$ cat src/assert_macros.svh
// ----------------------------------------------------------------------------
// assert_macros.svh
// Concurrent assertion helpers shared by the RTL.
// ----------------------------------------------------------------------------
`ifndef ASSERT_MACROS_SVH
`define ASSERT_MACROS_SVH

// Same-cycle implication, disabled while reset is asserted.
`define AST_SAME(label, clk, rst_n, ante, cons) \
    label: assert property (@(posedge clk) disable iff (!rst_n) (ante) |-> (cons)) \
        else $error("assertion failed");

// Next-cycle implication, disabled while reset is asserted.
`define AST_NEXT(label, clk, rst_n, ante, cons) \
    label: assert property (@(posedge clk) disable iff (!rst_n) (ante) |=> (cons)) \
        else $error("assertion failed");

`endif

$ cat src/tanp_pkg.sv
// ----------------------------------------------------------------------------
// tanp_pkg
// Shared constants, command/status types and helpers for the tile averager.
// ----------------------------------------------------------------------------
`default_nettype none

package tanp_pkg;

    localparam int PAL_DEPTH = 64;
    localparam int PAL_AW    = 6;
    localparam int LIM_W     = 7;
    localparam int MAX_PIX   = 4096;
    localparam int CNT_W     = 13;
    localparam int SUM_W     = 20;
    localparam int REM_W     = 12;
    localparam int STEP_W    = 5;
    localparam int DIST_W    = 18;
    localparam int COL_W     = 8;

    // Commands from the controller to the datapath.
    typedef struct packed {
        logic acc;
        logic pal_wr;
        logic div_init;
        logic div_step;
        logic search_init;
        logic issue;
        logic emit;
    } tanp_cmd_t;

    // Status from the datapath to the controller.
    typedef struct packed {
        logic div_last;
        logic search_more;
        logic pipe_busy;
    } tanp_stat_t;

    // One restoring division step: returns {new remainder, quotient bit}.
    function automatic logic [REM_W:0] div_step_f(input logic [REM_W-1:0] rem,
                                                   input logic msb,
                                                   input logic [CNT_W-1:0] dvs);
        logic [CNT_W-1:0] trial;
        logic [CNT_W-1:0] diff;
        trial = {rem, msb};
        diff  = trial - dvs;
        if (trial >= dvs)
        begin
            return {diff[REM_W-1:0], 1'b1};
        end
        return {trial[REM_W-1:0], 1'b0};
    endfunction

    function automatic logic [COL_W-1:0] abs_diff_f(input logic [COL_W-1:0] a,
                                                    input logic [COL_W-1:0] b);
        if (a >= b)
        begin
            return a - b;
        end
        return b - a;
    endfunction

endpackage

`default_nettype wire

$ cat src/tanp_ctrl.sv
// ----------------------------------------------------------------------------
// tanp_ctrl
// Sequencer: accept, divide, palette search, drain and result emission.
// ----------------------------------------------------------------------------
`default_nettype none

module tanp_ctrl (
    input  wire logic              clk,
    input  wire logic              rst_n,
    input  wire logic              start,
    input  wire logic              action,
    input  wire logic              last_pixel,
    input  wire tanp_pkg::tanp_stat_t stat,
    output tanp_pkg::tanp_cmd_t    cmd,
    output logic                   busy
);

    typedef enum logic [1:0] {
        ST_IDLE,
        ST_DIV,
        ST_SEARCH,
        ST_DRAIN
    } state_t;

    state_t state_reg;
    state_t state_next;
    logic   accept;

    assign busy   = (state_reg != ST_IDLE);
    assign accept = start && !busy;

    always_comb
    begin
        state_next      = state_reg;
        cmd             = '0;
        cmd.acc         = accept && action;
        cmd.pal_wr      = accept && !action;
        cmd.div_init    = accept && action && last_pixel;
        unique case (state_reg)
            ST_IDLE:
            begin
                if (cmd.div_init)
                begin
                    state_next = ST_DIV;
                end
            end
            ST_DIV:
            begin
                cmd.div_step = 1'b1;
                if (stat.div_last)
                begin
                    cmd.search_init = 1'b1;
                    state_next      = ST_SEARCH;
                end
            end
            ST_SEARCH:
            begin
                cmd.issue = stat.search_more;
                if (!stat.search_more)
                begin
                    state_next = ST_DRAIN;
                end
            end
            ST_DRAIN:
            begin
                if (!stat.pipe_busy)
                begin
                    cmd.emit   = 1'b1;
                    state_next = ST_IDLE;
                end
            end
            default:
            begin
                state_next = ST_IDLE;
            end
        endcase
    end

    always_ff @(posedge clk or negedge rst_n)
    begin
        if (!rst_n)
        begin
            state_reg <= ST_IDLE;
        end
        else
        begin
            state_reg <= state_next;
        end
    end

endmodule

`default_nettype wire

$ cat src/tanp_datapath.sv
// ----------------------------------------------------------------------------
// tanp_datapath
// Accumulators, bit-serial dividers, palette memory and distance search.
// ----------------------------------------------------------------------------
`default_nettype none

module tanp_datapath (
    input  wire logic                      clk,
    input  wire logic                      rst_n,
    input  wire tanp_pkg::tanp_cmd_t       cmd,
    output tanp_pkg::tanp_stat_t           stat,
    input  wire logic                      cfg_we,
    input  wire logic [tanp_pkg::LIM_W-1:0] cfg_data,
    input  wire logic [tanp_pkg::COL_W-1:0] red,
    input  wire logic [tanp_pkg::COL_W-1:0] green,
    input  wire logic [tanp_pkg::COL_W-1:0] blue,
    input  wire logic [tanp_pkg::PAL_AW-1:0] entry_index,
    output logic                           done,
    output logic [tanp_pkg::PAL_AW-1:0]    match_index,
    output logic [tanp_pkg::COL_W-1:0]     avg_red,
    output logic [tanp_pkg::COL_W-1:0]     avg_green,
    output logic [tanp_pkg::COL_W-1:0]     avg_blue,
    output logic [tanp_pkg::DIST_W-1:0]    best_distance_sq,
    output logic                           no_match,
    output logic                           tile_overflow
);

    localparam int SUM_W  = tanp_pkg::SUM_W;
    localparam int CNT_W  = tanp_pkg::CNT_W;
    localparam int REM_W  = tanp_pkg::REM_W;
    localparam int COL_W  = tanp_pkg::COL_W;
    localparam int LIM_W  = tanp_pkg::LIM_W;
    localparam int PAL_AW = tanp_pkg::PAL_AW;
    localparam int DIST_W = tanp_pkg::DIST_W;
    localparam int STEP_W = tanp_pkg::STEP_W;

    logic [LIM_W-1:0]        pal_count_reg;
    logic [LIM_W-1:0]        limit;
    logic [SUM_W-1:0]        sum_r_reg, sum_g_reg, sum_b_reg;
    logic [CNT_W-1:0]        count_reg;
    logic                    ovf_reg;
    logic [REM_W-1:0]        rem_r_reg, rem_g_reg, rem_b_reg;
    logic [REM_W:0]          step_r, step_g, step_b;
    logic [STEP_W-1:0]       step_cnt_reg;
    logic [LIM_W-1:0]        addr_reg;
    logic [3*COL_W-1:0]      pal_mem [tanp_pkg::PAL_DEPTH];
    logic [3*COL_W-1:0]      rd_data_reg;
    logic [PAL_AW-1:0]       rd_idx_reg;
    logic                    rd_v_reg;
    logic [DIST_W-1:0]       dist_reg;
    logic [DIST_W-1:0]       dist_calc;
    logic [PAL_AW-1:0]       dist_idx_reg;
    logic                    dist_v_reg;
    logic                    found_reg;
    logic [DIST_W-1:0]       best_d_reg;
    logic [PAL_AW-1:0]       best_idx_reg;
    logic [COL_W-1:0]        dr, dg, db;
    logic [2*COL_W-1:0]      sq_r, sq_g, sq_b;
    logic                    take;

    // Counts above the memory depth are clamped.
    assign limit = (pal_count_reg > LIM_W'(tanp_pkg::PAL_DEPTH)) ?
                   LIM_W'(tanp_pkg::PAL_DEPTH) : pal_count_reg;

    assign stat.div_last    = (step_cnt_reg == STEP_W'(SUM_W - 1));
    assign stat.search_more = (addr_reg < limit);
    assign stat.pipe_busy   = rd_v_reg || dist_v_reg;

    assign step_r = tanp_pkg::div_step_f(rem_r_reg, sum_r_reg[SUM_W-1], count_reg);
    assign step_g = tanp_pkg::div_step_f(rem_g_reg, sum_g_reg[SUM_W-1], count_reg);
    assign step_b = tanp_pkg::div_step_f(rem_b_reg, sum_b_reg[SUM_W-1], count_reg);

    // After the divide the quotients sit in the low bits of the sum registers.
    assign dr = tanp_pkg::abs_diff_f(sum_r_reg[COL_W-1:0], rd_data_reg[3*COL_W-1:2*COL_W]);
    assign dg = tanp_pkg::abs_diff_f(sum_g_reg[COL_W-1:0], rd_data_reg[2*COL_W-1:COL_W]);
    assign db = tanp_pkg::abs_diff_f(sum_b_reg[COL_W-1:0], rd_data_reg[COL_W-1:0]);
    assign sq_r = {{COL_W{1'b0}}, dr} * {{COL_W{1'b0}}, dr};
    assign sq_g = {{COL_W{1'b0}}, dg} * {{COL_W{1'b0}}, dg};
    assign sq_b = {{COL_W{1'b0}}, db} * {{COL_W{1'b0}}, db};
    assign dist_calc = DIST_W'(sq_r) + DIST_W'(sq_g) + DIST_W'(sq_b);

    assign take = dist_v_reg && (!found_reg || (dist_reg < best_d_reg));

    always_ff @(posedge clk or negedge rst_n)
    begin
        if (!rst_n)
        begin
            pal_count_reg <= '0;
            sum_r_reg     <= '0;
            sum_g_reg     <= '0;
            sum_b_reg     <= '0;
            count_reg     <= '0;
            ovf_reg       <= 1'b0;
            step_cnt_reg  <= '0;
            addr_reg      <= '0;
            rd_v_reg      <= 1'b0;
            dist_v_reg    <= 1'b0;
            found_reg     <= 1'b0;
            done          <= 1'b0;
        end
        else
        begin
            done       <= cmd.emit;
            rd_v_reg   <= cmd.issue;
            dist_v_reg <= rd_v_reg;
            if (cfg_we)
            begin
                pal_count_reg <= cfg_data;
            end
            if (cmd.acc)
            begin
                if (count_reg < CNT_W'(tanp_pkg::MAX_PIX))
                begin
                    sum_r_reg <= sum_r_reg + SUM_W'(red);
                    sum_g_reg <= sum_g_reg + SUM_W'(green);
                    sum_b_reg <= sum_b_reg + SUM_W'(blue);
                    count_reg <= count_reg + CNT_W'(1);
                end
                else
                begin
                    ovf_reg <= 1'b1;
                end
            end
            if (cmd.div_init)
            begin
                step_cnt_reg <= '0;
            end
            if (cmd.div_step)
            begin
                step_cnt_reg <= step_cnt_reg + STEP_W'(1);
                sum_r_reg    <= {sum_r_reg[SUM_W-2:0], step_r[0]};
                sum_g_reg    <= {sum_g_reg[SUM_W-2:0], step_g[0]};
                sum_b_reg    <= {sum_b_reg[SUM_W-2:0], step_b[0]};
            end
            if (cmd.search_init)
            begin
                addr_reg  <= '0;
                found_reg <= 1'b0;
            end
            if (cmd.issue)
            begin
                addr_reg <= addr_reg + LIM_W'(1);
            end
            if (take)
            begin
                found_reg <= 1'b1;
            end
            if (cmd.emit)
            begin
                sum_r_reg <= '0;
                sum_g_reg <= '0;
                sum_b_reg <= '0;
                count_reg <= '0;
                ovf_reg   <= 1'b0;
            end
        end
    end

    // Payload registers and palette memory.
    always_ff @(posedge clk)
    begin
        if (cmd.pal_wr)
        begin
            pal_mem[entry_index] <= {red, green, blue};
        end
        rd_data_reg  <= pal_mem[addr_reg[PAL_AW-1:0]];
        rd_idx_reg   <= addr_reg[PAL_AW-1:0];
        dist_reg     <= dist_calc;
        dist_idx_reg <= rd_idx_reg;
        if (cmd.div_init)
        begin
            rem_r_reg <= '0;
            rem_g_reg <= '0;
            rem_b_reg <= '0;
        end
        if (cmd.div_step)
        begin
            rem_r_reg <= step_r[REM_W:1];
            rem_g_reg <= step_g[REM_W:1];
            rem_b_reg <= step_b[REM_W:1];
        end
        if (cmd.search_init)
        begin
            best_d_reg   <= '0;
            best_idx_reg <= '0;
        end
        if (take)
        begin
            best_d_reg   <= dist_reg;
            best_idx_reg <= dist_idx_reg;
        end
        if (cmd.emit)
        begin
            match_index      <= best_idx_reg;
            avg_red          <= sum_r_reg[COL_W-1:0];
            avg_green        <= sum_g_reg[COL_W-1:0];
            avg_blue         <= sum_b_reg[COL_W-1:0];
            best_distance_sq <= best_d_reg;
            no_match         <= !found_reg;
            tile_overflow    <= ovf_reg;
        end
    end

endmodule

`default_nettype wire

$ cat src/tile_average_nearest_palette_top.sv
// ----------------------------------------------------------------------------
// tile_average_nearest_palette_top
// Tile mean color and nearest palette entry search.
// ----------------------------------------------------------------------------
// Channel   Handshake            Payload
// input     start / busy         action, red, green, blue, entry_index, last_pixel
// result    done (one cycle)     match_index, avg_red/green/blue, best_distance_sq,
//                                no_match, tile_overflow
// config    cfg_we               cfg_data (palette count)
//
// Palette writes and pixels without the last mark leave busy low.
// A last pixel keeps busy high through bit-serial division by the pixel count, a
// search issuing one palette read for each of N entries, N being palette_count
// clamped to 64, then a drain of the read, distance and compare pipeline.
// done is high in the first cycle with busy low again. Reset is asynchronous and
// clears the sums, counts, flags and palette count; palette contents are undefined.
// The receiver cannot stall; each result is taken in its done cycle.
// ----------------------------------------------------------------------------
`default_nettype none

`include "assert_macros.svh"

module tile_average_nearest_palette_top (
    input  wire logic                       clk,
    input  wire logic                       rst_n,
    input  wire logic                       start,
    output logic                            busy,
    input  wire logic                       action,
    input  wire logic [tanp_pkg::COL_W-1:0] red,
    input  wire logic [tanp_pkg::COL_W-1:0] green,
    input  wire logic [tanp_pkg::COL_W-1:0] blue,
    input  wire logic [tanp_pkg::PAL_AW-1:0] entry_index,
    input  wire logic                       last_pixel,
    input  wire logic                       cfg_we,
    input  wire logic [tanp_pkg::LIM_W-1:0] cfg_data,
    output logic                            done,
    output logic [tanp_pkg::PAL_AW-1:0]     match_index,
    output logic [tanp_pkg::COL_W-1:0]      avg_red,
    output logic [tanp_pkg::COL_W-1:0]      avg_green,
    output logic [tanp_pkg::COL_W-1:0]      avg_blue,
    output logic [tanp_pkg::DIST_W-1:0]     best_distance_sq,
    output logic                            no_match,
    output logic                            tile_overflow
);

    tanp_pkg::tanp_cmd_t  cmd;
    tanp_pkg::tanp_stat_t stat;

    tanp_ctrl u_ctrl (
        .clk        (clk),
        .rst_n      (rst_n),
        .start      (start),
        .action     (action),
        .last_pixel (last_pixel),
        .stat       (stat),
        .cmd        (cmd),
        .busy       (busy)
    );

    tanp_datapath u_dp (
        .clk              (clk),
        .rst_n            (rst_n),
        .cmd              (cmd),
        .stat             (stat),
        .cfg_we           (cfg_we),
        .cfg_data         (cfg_data),
        .red              (red),
        .green            (green),
        .blue             (blue),
        .entry_index      (entry_index),
        .done             (done),
        .match_index      (match_index),
        .avg_red          (avg_red),
        .avg_green        (avg_green),
        .avg_blue         (avg_blue),
        .best_distance_sq (best_distance_sq),
        .no_match         (no_match),
        .tile_overflow    (tile_overflow)
    );

    // A result only follows a busy period, and a closing pixel starts one.
    `AST_SAME(a_done_after_busy, clk, rst_n, done, $past(busy))
    `AST_NEXT(a_last_goes_busy, clk, rst_n, start && !busy && action && last_pixel, busy)
    `AST_NEXT(a_done_single, clk, rst_n, done, !done)
    `AST_SAME(a_empty_result, clk, rst_n, done && no_match,
              (match_index == '0) && (best_distance_sq == '0))

endmodule

`default_nettype wire
$ cat config.mk
export PLATFORM = sky130hd
export DESIGN_NAME = tile_average_nearest_palette_top
export DESIGN_NICKNAME = d
export VERILOG_FILES = /design/src/tanp_pkg.sv /design/src/tanp_ctrl.sv /design/src/tanp_datapath.sv /design/src/tile_average_nearest_palette_top.sv
export VERILOG_INCLUDE_DIRS = /design/src /design/src/src
export SDC_FILE = /design/constraint.sdc
export NUM_CORES = 2
export LEC_CHECK = 0
export BUFFER_PORTS_ARGS = -buffer_cell sky130_fd_sc_hd__buf_4
export CORE_ASPECT_RATIO = 0.7
export CORE_MARGIN = 3
export CORE_UTILIZATION = 45
export CTS_BUF_LIST = sky130_fd_sc_hd__clkbuf_8
export DETAILED_ROUTE_END_ITERATION = 10
export SETUP_SLACK_MARGIN = 0.1
export SKIP_CTS_REPAIR_TIMING = 1
export SYNTH_ARGS = -nofsm -noshare
export SYNTH_HDL_FRONTEND = slang
export SYNTH_SLANG_ARGS = --single-unit
$ cat constraint.sdc
create_clock -name clk -period 10 [get_ports clk]
set_input_delay 2 -clock clk [delete_from_list [all_inputs] [get_ports clk]]
set_output_delay 2 -clock clk [all_outputs]
set_load 0.02 [all_outputs]
======== After elaboration in Yosys (flattened, before gate mapping) ========
Memory sizes are Yosys's and may differ from the RTL's. A register that Yosys moved wholly into a read port is not among the register bits.
Cells that the tools add are included.
word-level totals
  register bits ........................... 239
  bits in writable memories ............... 1,536
  input port bits ......................... 43
  output and inout port bits .............. 52
  logic and storage cells ................. 154
  memories kept ........................... 1
cells by class
  add/subtract/negate cells ............... 17
  multipliers ............................. 3
  order comparisons ....................... 10
  equal/unequal tests ..................... 9
  muxes and demuxes ....................... 63
  reduce and logical (&&, ||, !) cells .... 23
memories
  memory        words  width  rd ports  clocked after memory_dff  wr ports  line                 text
  u_dp.pal_mem  64     24     1         1                         1         tanp_datapath.sv:46  logic [3*COL_W-1:0] pal_mem [tanp_pkg::PAL_DEPTH];
operator list
  kind                   count
  $mux 20                12
  $mux 13                9
  $add 20x8->20          3
  $mul 8x8->16           3
  $mux 12                4
  $mux 8                 6
  $sub 8x8->8            6
  $ge 13x13->1           3
  $mux 18                2
  $sub 12x12->12         3
  $ge 8x8->1             3
  $mux 7                 3
  $add 18x16->18         1
  $lt 18x18->1           1
  $add 16x16->17         1
  $mux 1                 17
  $add 13x1->13 const B  1
  $lt 13x13->1 const B   1
  $mux 6                 2
  $reduce_bool 2->1      6
  $mux 2                 5
  $mux 5                 2
  $ne 2x2->1 const B     4
  $pmux 2 s4             1
  other kinds (15)       26

======== Longest topological paths before layout ========
  depth after elaboration ................. 7
  gate-level depth with buffers ........... 46

======== By module ========
Synthesis repeated with hierarchy kept, for this count alone.
unflattened totals
  cells, all modules ...................... 4,406
  area, all modules ....................... 79,372.4 um^2
modules (own cells, without submodules)
  module         times used  cells each  area an instance (um^2)
  tanp_datapath  1           4,382       79,162.2
  tanp_ctrl      1           24          210.2

======== Worst setup path before layout ========
OpenSTA, ideal clock, no wires.
  path kind ............................... reg-to-reg
  from .................................... register u_dp.sum_r_reg[0]
  to ...................................... register u_dp.dist_reg[17]
  library setup time ...................... 72 ps
  arrival ................................. 10,201 ps
  slack ................................... -273 ps
  stages on the path, launching flop included .. 38
  cells stage by stage .................... dfrtp_1 inv_1 ha_1 inv_1 fa_1 a21o_1 a211o_1 a221oi_4 mux2_2 xnor2_1 or2_2 fa_1 fa_1 inv_1 fa_1 fa_1 fa_1 inv_1 [2 not listed] ha_1 inv_1 a21oi_1 nand2b_1 fa_1 fa_1 inv_1 fa_1 inv_1 fa_1 inv_1 ha_1 or3_1 o211ai_1 nand3_1 a31o_2 a21oi_1 xnor2_1
between the ends
  word-level cells in the longest chain between the ends .. 6
  elaborated cells on any way between the ends .. 9
  those cells by class .................... 4 x add/sub; 1 x mul; 1 x order compare; 3 x mux
ends and longest elaborated chain
  item                                       line                            text
  from (decl)                                tanp_datapath.sv:39             logic [SUM_W-1:0] sum_r_reg, sum_g_reg, sum_b_reg;
  from (signal assigned)                     tanp_datapath.sv:114            sum_r_reg <= sum_r_reg + SUM_W'(red);
  from (signal assigned)                     tanp_datapath.sv:131            sum_r_reg <= {sum_r_reg[SUM_W-2:0], step_r[0]};
  $sub 8x8->8 or $ge 8x8->1 (tied branches)  tanp_pkg.sv:57, tanp_pkg.sv:55
  $mux 8 or $mux 1 (tied branches)           tanp_pkg.sv:55                  if (a >= b)
  $mux 8 (*)                                 tanp_pkg.sv:59                  return b - a;
  $mul 8x8->16 (*)                           tanp_datapath.sv:77             assign sq_r = {{COL_W{1'b0}}, dr} * {{COL_W{1'b0}}, dr};
  $add 16x16->17 (*)                         tanp_datapath.sv:80             assign dist_calc = DIST_W'(sq_r) + DIST_W'(sq_g) + DIST_W'(sq_b);
  $add 18x16->18 (*)                         tanp_datapath.sv:80
  net u_dp.dist_calc[17]                     tanp_datapath.sv:51             logic [DIST_W-1:0] dist_calc;
  to (signal assigned)                       tanp_datapath.sv:168            dist_reg <= dist_calc;
  to (decl)                                  tanp_datapath.sv:50             logic [DIST_W-1:0] dist_reg;
Mark *: on every way through the listed nets, which the timed path passes. The rest lies on a longest branch. The select of a mux whose other input is x is not followed.
A chain may end at the register's enable or synchronous reset.

======== Worst setup path after layout ========
Same ends and word-level chain as after synthesis.

==> results.rst <==
.. list-table::
   :header-rows: 1

   * - Metric
     - Value
   * - Kind of path behind the tightest hold check
     - reg2reg
   * - Worst-Margin Slew
     - approximately 1.2 ns
   * - Result of the run
     - finished with violations
   * - Worst Path Arrival
     - 10.99 ns
   * - Skew final
     - ~0.072 ns
   * - Gpl congestion
     - 0.859
   * - Worst R2R Start
     - u_dp.sum_r_reg[0]$_DFFE_PN0P_
   * - Max-Slew Margin vs Limit
     - about 18%
   * - Initial core utilization
     - 45.4%
   * - X dimension of the die
     - 511 um
   * - Mean cell area of the mapped netlist
     - about 15 um^2
   * - Hold Vio Cnt, Final
     - 0
   * - Number of flip-flops in the largest register
     - between 1500 and 2000
   * - Number of nets with antenna violations after detailed routing
     - 0
   * - Synth Register Bits
     - 1799
   * - Cells on worst reg2reg path
     - 39
   * - Area growth syn-to-layout
     - 12.4%
   * - R2r setup slk
     - -0.12 ns
   * - Total congestion overflow after global routing
     - 0
   * - Setup tns final
     - -0.143 ns
   * - Critical Path Slowest Stage Cell
     - fa_1
   * - Share of post-route cells with drive strength above 1
     - a little under a fifth
   * - Maximum number of pins on one net before global-route repair
     - 107
   * - Overall die area
     - 184000 um^2
   * - Synth Net Count
     - around 5600
   * - Worst path setup slack after routing
     - -0.120 ns
   * - Final cell utilization of the core
     - between 50 and 60%
   * - Failing checks
     - setup timing
   * - Longest Clk Path Bufs
     - 4
   * - Num Clock Sinks
     - ~1800
   * - Hold Path Sink
     - u_dp.dist_idx_reg[0]$_DFF_P_
   * - Final setup vio count
     - 2
   * - Post-synth design cell area
     - roughly 80000 um^2
   * - Post-synth ARST share
     - 5.50%
   * - Share of Yosys cell area claimed by the top area cell type
     - 61.5%
   * - Number of iterations in the first detailed-routing pass
     - 5
   * - Number of design rule violations left after detail routing
     - 0
   * - Later-pin clock latency in the skew report
     - 0.99 ns
   * - Final Net Count
     - between 5000 and 6000
   * - Max Transition Viols Final
     - 0
   * - HPWL after detailed placement
     - 132 mm
   * - Top cells by area in the synthesized netlist
     - edfxtp_1, mux4_2, mux2i_1, ha_1, fa_1
   * - Minimum hold slack
     - 0.326 ns
   * - CP Capture Type
     - flip-flop
   * - Delay of the slowest cell on the worst path
     - approximately 0.54 ns
   * - Critical path peak fanout
     - 5
   * - Iteration-0 DRC Markers
     - between 5000 and 6000
   * - Via count
     - between 40000 and 50000
   * - Post-route fraction of the period consumed by the critical path
     - 101%
   * - Critical register-to-register path endpoint
     - u_dp.dist_reg[17]$_DFF_P_
   * - Total length of routed wires
     - between 200 and 250 mm
   * - List of most frequent post-synthesis cells
     - edfxtp_1, inv_1, mux2i_1
   * - Max capacitance violation total
     - 0
   * - Clock period minus final worst setup slack
     - between 10 and 15 ns
   * - Number of buffers added by the clock tree synthesis step
     - slightly below 300
   * - DR vias/cell
     - slightly below 6
   * - Type of the setup path with the least slack
     - reg2reg
   * - Post-detailed-route wirelength per cell
     - approximately 27 um
   * - Synth warn
     - 0
   * - Total routing usage reported by global routing
     - between 20% and 30%
   * - Count of port buffers added during placement
     - 94
   * - Final design instance area without fill
     - around 90000 um^2
   * - Cell row count
     - 129
   * - Dominant cell type by area after synthesis
     - edfxtp_1
   * - Req. time, crit path
     - 10.87 ns
   * - IO Count
     - 95
   * - Startpoint of the lowest-slack hold path
     - u_dp.rd_idx_reg[0]$_DFF_P_
   * - Primary flip-flop cell chosen by synthesis mapping
     - edfxtp_1
   * - Count of flip-flops with a built-in enable after synthesis
     - between 1500 and 2000
   * - Via count of the first global-routing pass
     - 46062
   * - Global-route wire length before repair
     - ~320 mm
   * - Cell at the root of the clock tree
     - clkbuf_8
   * - Seq/Total Area, Yosys
     - about two thirds
   * - Clock input transition at the sequential cells of the worst setup and hold paths
     - 0.06 ns
   * - Highest Clock Rate
     - approximately 0.1 GHz
   * - CTS tree
     - done
   * - Worst hold path stage count
     - 0
   * - Count of filler cells inserted in the layout
     - about 15000
   * - Unrepaired setup endpoints after global routing
     - yes
   * - CP dominant cell by count
     - inv_2
   * - Post-synth cell types
     - 82
   * - Post-Place Cell Area
     - between 80000 and 90000 um^2
   * - Post-synthesis cell count
     - slightly above 5000
   * - Critical Path Source Type
     - flip-flop
   * - Number of antenna violations at the first check in global routing
     - 22
   * - Die span in y
     - around 360 um
   * - Area of the core
     - about 180000 um^2
   * - H-tree levels
     - 5
   * - Dominant cell by count in the synthesized netlist
     - edfxtp_1
-- cells by family (layout without fill, tap and decap cells) --
kind of cell             Yosys count  count (layout)  synth area share (%)
AND/OR/NAND/NOR                  796             796                  4.61
AO/OA/AOI/OAI                    904             904                  7.04
multiplexers                     656             656                  11.7
buffers and inverters            566            1103                  2.72
other                              0               7                     0
XOR/XNOR                         104             104                  1.15
adder cells (fa/ha/maj)          358             358                  6.78
flip-flops                      1799            1799                  66.0
-- metal layers --
layer  track usage (%)  vias to the layer above  part of all wire (%)
met1              36.7                    23985                    46
met2              33.7                     1928                    42
li1                  -                    20557                     -
met4              6.26                        0                   2.2
met3              5.24                      312                   9.1
met5                 0                        -                     0
-- worst max-delay path, delay by kind of cell, from the launching register on --
family / cells / cell delay [ns]
flip-flops: 1 / 0.39
adder cells (fa/ha/maj): 14 / 5.64
XOR/XNOR: 3 / 0.53
buffers and inverters: 8 / 0.38
multiplexers: 1 / 0.26
AND/OR/NAND/NOR: 5 / 0.95
AO/OA/AOI/OAI: 8 / 1.85
-- worst max-delay path by stage --
stage	from	end	slack (ns)	depth (start not counted)
6_report	u_dp.sum_r_reg[0]$_DFFE_PN0P_	u_dp.dist_reg[17]$_DFF_P_	-0.12	39
5_1_grt	u_dp.sum_r_reg[0]$_DFFE_PN0P_	u_dp.dist_reg[17]$_DFF_P_	-0.53	39
4_1_cts	u_dp.sum_r_reg[0]$_DFFE_PN0P_	u_dp.dist_reg[16]$_DFF_P_	-0.30	42
3_5_place_dp	u_dp.sum_r_reg[0]$_DFFE_PN0P_	u_dp.dist_reg[16]$_DFF_P_	-0.24	40
3_3_place_gp	u_dp.sum_r_reg[0]$_DFFE_PN0P_	u_dp.dist_reg[17]$_DFF_P_	-0.21	38
2_1_floorplan	u_dp.sum_r_reg[0]$_DFFE_PN0P_	u_dp.dist_reg[17]$_DFF_P_	0.12	40
-- metrics by stage --
step / worst slack (ns) / cells
floorplan: 0.118 / 5183
global placement: -0.212 / 7579
detailed placement: -0.239 / 7579
CTS: -0.300 / 8074
global route: -0.533 / 8079
finish: -0.120 / 8085
-- cells in the final DEF (no fill, tap or decap), types with 43 or more instances in the layout --
cell type | synthesis | routed
a211oi_1 | 46 | 46
buf_4 | 0 | 264
nor2_1 | 259 | 193
nor3_1 | 53 | 50
o22ai_1 | 96 | 96
a21oi_1 | 310 | 305
dfxtp_1 | 54 | 54
a21o_1 | 43 | 43
mux2_2 | 109 | 107
ha_1 | 229 | 222
clkbuf_8 | 0 | 302
clkinv_1 | 1 | 61
fa_1 | 129 | 125
edfxtp_1 | 1646 | 1646
nand2_1 | 230 | 228
mux2i_1 | 331 | 331
o221ai_1 | 97 | 97
dfrtp_1 | 99 | 93
xnor2_1 | 77 | 76
mux4_2 | 216 | 216
o21ai_0 | 179 | 175
inv_1 | 333 | 416
nand3_1 | 55 | 55
-- final cells by class --
| class | count | area (um^2) | share of cell area (%) |
|---|---|---|---|
| antenna | 7 | 17.5 | 0.0194 |
| clock buffer | 302 | 4160 | 4.61 |
| clock inverter | 193 | 990 | 1.10 |
| inverter | 335 | 1260 | 1.40 |
| multi-input combinational | 2818 | 25700 | 28.5 |
| sequential | 1799 | 53000 | 58.7 |
| tap | 2358 | 2950 | 3.27 |
| timing repair buffer | 273 | 2140 | 2.37 |
Power is left out: the tool's default activity adds up to more than one toggle a clock period on the data nets, which glitch-free logic cannot reach.
